`config.mk`:
```
export PLATFORM = sky130hd
export DESIGN_NAME = splpin_cell
export DESIGN_NICKNAME = d
export VERILOG_FILES = /design/src/rtl/splpin_pkg.sv /design/src/rtl/splpin_cell.sv
export SDC_FILE = /design/constraint.sdc
export NUM_CORES = 1
export LEC_CHECK = 0
export BUFFER_PORTS_ARGS = -buffer_cell sky130_fd_sc_hd__buf_2
export CAP_MARGIN = 10
export CELL_PAD_IN_SITES_DETAIL_PLACEMENT = 1
export CELL_PAD_IN_SITES_GLOBAL_PLACEMENT = 1
export CORE_MARGIN = 2
export CORE_UTILIZATION = 25
export DETAILED_ROUTE_END_ITERATION = 8
export GPL_TIMING_DRIVEN = 0
export PLACE_DENSITY_LB_ADDON = 0.08
export SYNTH_ARGS = -nofsm -noshare
export SYNTH_HDL_FRONTEND = slang
export SYNTH_SLANG_ARGS = --single-unit
export TNS_END_PERCENT = 100
```
`constraint.sdc`:
```
create_clock -name clk -period 3.8 [get_ports clk]
set_clock_uncertainty 0.05 [all_clocks]
set_input_delay 0.38 -clock clk [delete_from_list [all_inputs] [get_ports clk]]
set_output_delay 0.38 -clock clk [all_outputs]
set_load 0.005 [all_outputs]
```
`src/rtl/splpin_pkg.sv`:
```
// ----------------------------------------------------------------------------
// splpin_pkg
// Types and constants shared by the sorted priority list with pinning.
// ----------------------------------------------------------------------------
package splpin_pkg;

  localparam int REQ_TYPE_W = 2;
  localparam int HANDLE_W   = 8;
  localparam int PRIO_W     = 4;
  localparam int AGE_W      = 16;
  localparam int POS_W      = 6;
  localparam int STATUS_W   = 2;
  localparam int CNT_OUT_W  = 7;
  localparam int CAP_W      = 7;

  localparam logic [CAP_W-1:0] CAP_RESET = 7'd64;

  localparam logic [REQ_TYPE_W-1:0] REQ_INSERT = 2'd0;
  localparam logic [REQ_TYPE_W-1:0] REQ_REMOVE = 2'd1;
  localparam logic [REQ_TYPE_W-1:0] REQ_READ   = 2'd2;

  localparam logic [STATUS_W-1:0] STAT_OK   = 2'd0;
  localparam logic [STATUS_W-1:0] STAT_FULL = 2'd1;
  localparam logic [STATUS_W-1:0] STAT_MISS = 2'd2;

  typedef enum logic [1:0] {
    FSM_IDLE,
    FSM_CMP,
    FSM_UPD
  } fsm_state_t;

  // control broadcast from the sequencer to every cell
  typedef struct packed {
    logic cmp_en;
    logic ins_mode;
    logic ins_we;
    logic rem_we;
  } cell_ctrl_t;

endpackage

```
`src/rtl/splpin_cell.sv`:
```
// ----------------------------------------------------------------------------
// splpin_cell
// One list slot: holds an entry, flags a match against the request and
// loads from the request or a neighbour when the row shifts.
// ----------------------------------------------------------------------------
module splpin_cell
  import splpin_pkg::*;
#(
  parameter int IDX         = 0,
  parameter int HANDLE_BITS = 8,
  parameter int CW          = 7
) (
  input  logic                   clk,
  input  cell_ctrl_t             ctrl,
  input  logic [CW-1:0]          count,
  input  logic [HANDLE_BITS-1:0] new_handle,
  input  logic [PRIO_W-1:0]      new_prio,
  input  logic [AGE_W-1:0]       new_age,
  input  logic                   new_pin,
  input  logic [POS_W-1:0]       pos,
  input  logic                   ge_self,
  input  logic                   ge_left,
  input  logic [HANDLE_BITS-1:0] left_handle,
  input  logic [PRIO_W-1:0]      left_prio,
  input  logic [AGE_W-1:0]       left_age,
  input  logic                   left_pin,
  input  logic [HANDLE_BITS-1:0] right_handle,
  input  logic [PRIO_W-1:0]      right_prio,
  input  logic [AGE_W-1:0]       right_age,
  input  logic                   right_pin,
  output logic [HANDLE_BITS-1:0] handle_r,
  output logic [PRIO_W-1:0]      prio_r,
  output logic [AGE_W-1:0]       age_r,
  output logic                   pin_r,
  output logic                   hit_r,
  output logic                   sel_r
);

  localparam int PCW = (CW > POS_W) ? CW : POS_W;

  logic valid;
  logic is_tail;
  logic beats;
  logic hit_nxt;
  logic sel_nxt;

  assign valid   = CW'(IDX) < count;
  assign is_tail = CW'(IDX) == count;
  assign beats   = (new_prio > prio_r) || ((new_prio == prio_r) && (new_age >= age_r));
  assign sel_nxt = PCW'(pos) == PCW'(IDX);

  always_comb begin
    if (ctrl.ins_mode) begin
      hit_nxt = (valid && !pin_r && beats) || is_tail;
    end else begin
      hit_nxt = valid && (handle_r == new_handle);
    end
  end

  always_ff @(posedge clk) begin
    if (ctrl.cmp_en) begin
      hit_r <= hit_nxt;
      sel_r <= sel_nxt;
    end
    if (ctrl.ins_we && ge_self) begin
      if (!ge_left) begin
        handle_r <= new_handle;
        prio_r   <= new_prio;
        age_r    <= new_age;
        pin_r    <= new_pin;
      end else begin
        handle_r <= left_handle;
        prio_r   <= left_prio;
        age_r    <= left_age;
        pin_r    <= left_pin;
      end
    end else if (ctrl.rem_we && ge_self) begin
      handle_r <= right_handle;
      prio_r   <= right_prio;
      age_r    <= right_age;
      pin_r    <= right_pin;
    end
  end

endmodule

```
==> flow_metrics.py <==
metrics = {
    "run_status": {
        "status": "completed",
    },
    "route": {
        "drtIter0Drc": 14,
        "drtPass1Iterations": 4,
        "vias": 2086,
        "routed_via_density": 4.44,
        "wl_um": 6940,
        "detail_route.drc_violations": 0,
        "avgRoutedWirePerCell_um": 14.8,
        "ant_nets": 0,
    },
    "placement": {
        "place.gp.congestion": 0.716,
        "dp_hpwl_um": 5480,
        "pre_cts_slack_ps": 1610,
        "port_buffers": 136,
    },
    "pwr": {
        "p_int_uw": 667,
        "p_per_area_nw_per_um2": 308,
        "p_sw_uw": 280,
        "leakagePower_uw": 0.00154,
        "clockPowerShare": 0.278,
        "seq_power_share": 0.457,
        "switching_share": 0.296,
        "combPwrFrac": 0.264,
        "ir_worst_vdd_v": 0.000114,
    },
    "setup_path": {
        "critical_path_buf_inv_count": 0,
        "path_max_fanout": 2,
        "cpPeakStageDelay_ps": 490,
        "crit_path_start_kind": "flip-flop",
        "critical_path_arrival_ps": 2040,
        "crit_chain": "ha_1 > nand2b_1 > a2111oi_0 > or4_1 > o211a_1 > o21ai_1",
        "cp.required_ps": 3770,
        "path_delay_family": "compound AO/OA/AOI/OAI gates",
        "worstSetupPathType": "reg2reg",
        "slowest_stage": "a2111oi_0",
        "cp-end-kind": "flip-flop",
    },
    "floorplanning": {
        "dieArea_um2": 9480,
        "die_w_um": 97.3,
        "start_util": 0.253,
        "coreArea_um2": 8590,
        "io_pins": 138,
        "rows": 34,
        "die_h_um": 97.3,
    },
    "clocking": {
        "cts_hold_buf": 0,
        "clock-sinks": 31,
        "ctsResizeCount": 0,
        "postCtsSetupBuffers": 0,
        "cts_tree": "yes",
        "cts.path.max_buffers": 2,
        "htreeDepth": 2,
        "clock_latency_ps": 290,
        "cts_root_buf": "clkbuf_8",
        "cts_buffers": 5,
        "clk_pin_slew_ps": 70,
    },
    "logic_synthesis": {
        "syn_avg_cell_area_um2": 9.99,
        "synth_area_leaders": "edfxtp_1 43%, mux2i_1 13%, ha_1 11%",
        "synth.distinct_cells": 32,
        "seq_area_frac_synth": 0.427,
        "synthArstFlopShare": 0,
        "synth_area_um2": 2180,
        "synth_top_area_frac": 0.427,
        "syn_inst": 218,
        "yosys.area.top_type": "edfxtp_1",
        "ys_warn_count": 0,
        "synth_edf_count": 31,
        "yosys_most_used_dff": "edfxtp_1",
        "synth_seq_cells": 31,
        "syn-num-nets": 345,
    },
    "final_layout": {
        "layout.nets": 488,
        "drive_above_1_share": 0.420,
        "multi_input_area_um2": 1120,
        "nFillCells": 1080,
        "area_delta_synth_final_pct": 41.4,
        "antenna_cells": 0,
        "ff_latch_area_um2": 931,
    },
    "timing": {
        "fmax_mhz": 484,
        "fin_ws_ps": 1740,
        "slew_headroom": 0.434,
        "post-route-min-period_ps": 2060,
        "worst_pin_slew_ps": 849,
        "setup_violations": 0,
        "fin_tns_setup_ps": 0,
        "rsz0062_at_grt": "no",
        "finalCritPeriodShare": 0.543,
        "drv_slew": 0,
        "finalHoldViolations": 0,
    },
    "global_routing": {
        "grt_pass1_wl_um": 11500,
        "grt_max_degree": 30,
        "grt_pass1_vias": 2297,
        "track_usage": 0.153,
        "antenna_found_initial": 0,
        "grt-ovfl-total": 0,
    },
    "min_path": {
        "hp-class": "in2reg",
    },
    "job": {
        "drv_cap": 0,
    },
}
-- power groups by stage --
stage          Combinational (uW)  Sequential, uW  Clock, uW
3_3_place_gp                  252             441          0
5_1_grt                       290             439        290
4_1_cts                       257             434        278
6_report                      250             433        264
3_5_place_dp                  256             441          0
2_1_floorplan                 121             445          0
-- registers in the layout, indices dropped and copies added (netlist names) --
| register | count |
|---|---|
| handle_r | 8 |
| sel_r | 1 |
| age_r | 16 |
| prio_r | 4 |
| pin_r | 1 |
| hit_r | 1 |
-- cells in the mapped netlist (2+ instances only) --
cell type,instances
or4_1,2
nor3_1,3
o21a_1,2
ha_1,20
buf_2,4
inv_1,21
clkbuf_1,3
buf_1,2
a21oi_1,35
o21ai_0,4
edfxtp_1,31
mux2i_1,29
nor2_1,31
nand4_1,3
xor2_1,4
xnor2_1,4
nand2_1,5
-- worst register-to-register path: stages, from the launching register on --
cell and delay, ps:
edfxtp_1 390, ha_1 270, nand2b_1 140, a2111oi_0 500, or4_1 200, o211a_1 180, o21ai_1 90
-- kinds of logic after synthesis --
kind of cell / Yosys count / share of synthesized area
xor+xnor: 8 / 0.0322
compound gates: 48 / 0.122
mux: 29 / 0.133
buf+inv: 31 / 0.0574
simple gates: 51 / 0.113
flops: 31 / 0.427
fa+ha+maj: 20 / 0.115
-- cells in the final DEF (no fill, tap or decap), types with 2 or more instances in the layout --
| cell type | n |
|---|---|
| mux2i_1 | 29 |
| buf_2 | 140 |
| a21oi_1 | 35 |
| nor2_1 | 31 |
| or4_1 | 2 |
| inv_1 | 21 |
| clkbuf_8 | 5 |
| edfxtp_1 | 31 |
| clkinv_2 | 3 |
| nand2_1 | 5 |
| clkbuf_1 | 3 |
| xor2_1 | 4 |
| nand4_1 | 3 |
| buf_1 | 2 |
| nor3_1 | 3 |
| ha_1 | 20 |
| o21ai_0 | 4 |
| xnor2_1 | 4 |
-- layout make-up --
| cell class | instances | share of cell area |
|---|---|---|
| flip-flops and latches | 31 | 0.302 |
| inverters | 21 | 0.0256 |
| multi-input cells | 156 | 0.365 |
| well taps | 108 | 0.0439 |
| plain buffers | 10 | 0.0150 |
| repair buffers | 136 | 0.221 |
| clock buffers | 5 | 0.0223 |
| clock inverters | 3 | 0.00488 |
-- worst paths after layout --
path / from / to / slack (ps) / cells after the start
hold reg to reg: pin_r / hit_r / 680 / 3
setup / recovery: age_r[0] / hit_r / 1740 / 6
hold / removal: ctrl[3] / sel_r / 260 / 1
setup reg to reg: age_r[0] / hit_r / 1740 / 6
-- through the flow --
stage | hold WS, ps | util | area (um2) | power, uW | std cells
5_1_grt | 252 | 0.358 | 3080 | 1020 | 470
3_5_place_dp | 550 | 0.349 | 3000 | 697 | 462
3_3_place_gp | 548 | 0.348 | 2990 | 693 | 462
6_report | 264 | 0.358 | 3080 | 947 | 470
2_1_floorplan | 442 | - | 2180 | 566 | 218
4_1_cts | 254 | 0.358 | 3080 | 969 | 470
-- layer usage --
metal	global-route usage	wire, um
met1	0.202	3260
met2	0.252	3150
met3	0.0439	496
met4	0.0288	34
met5	0	0
(Power assumes the default switching activity.)
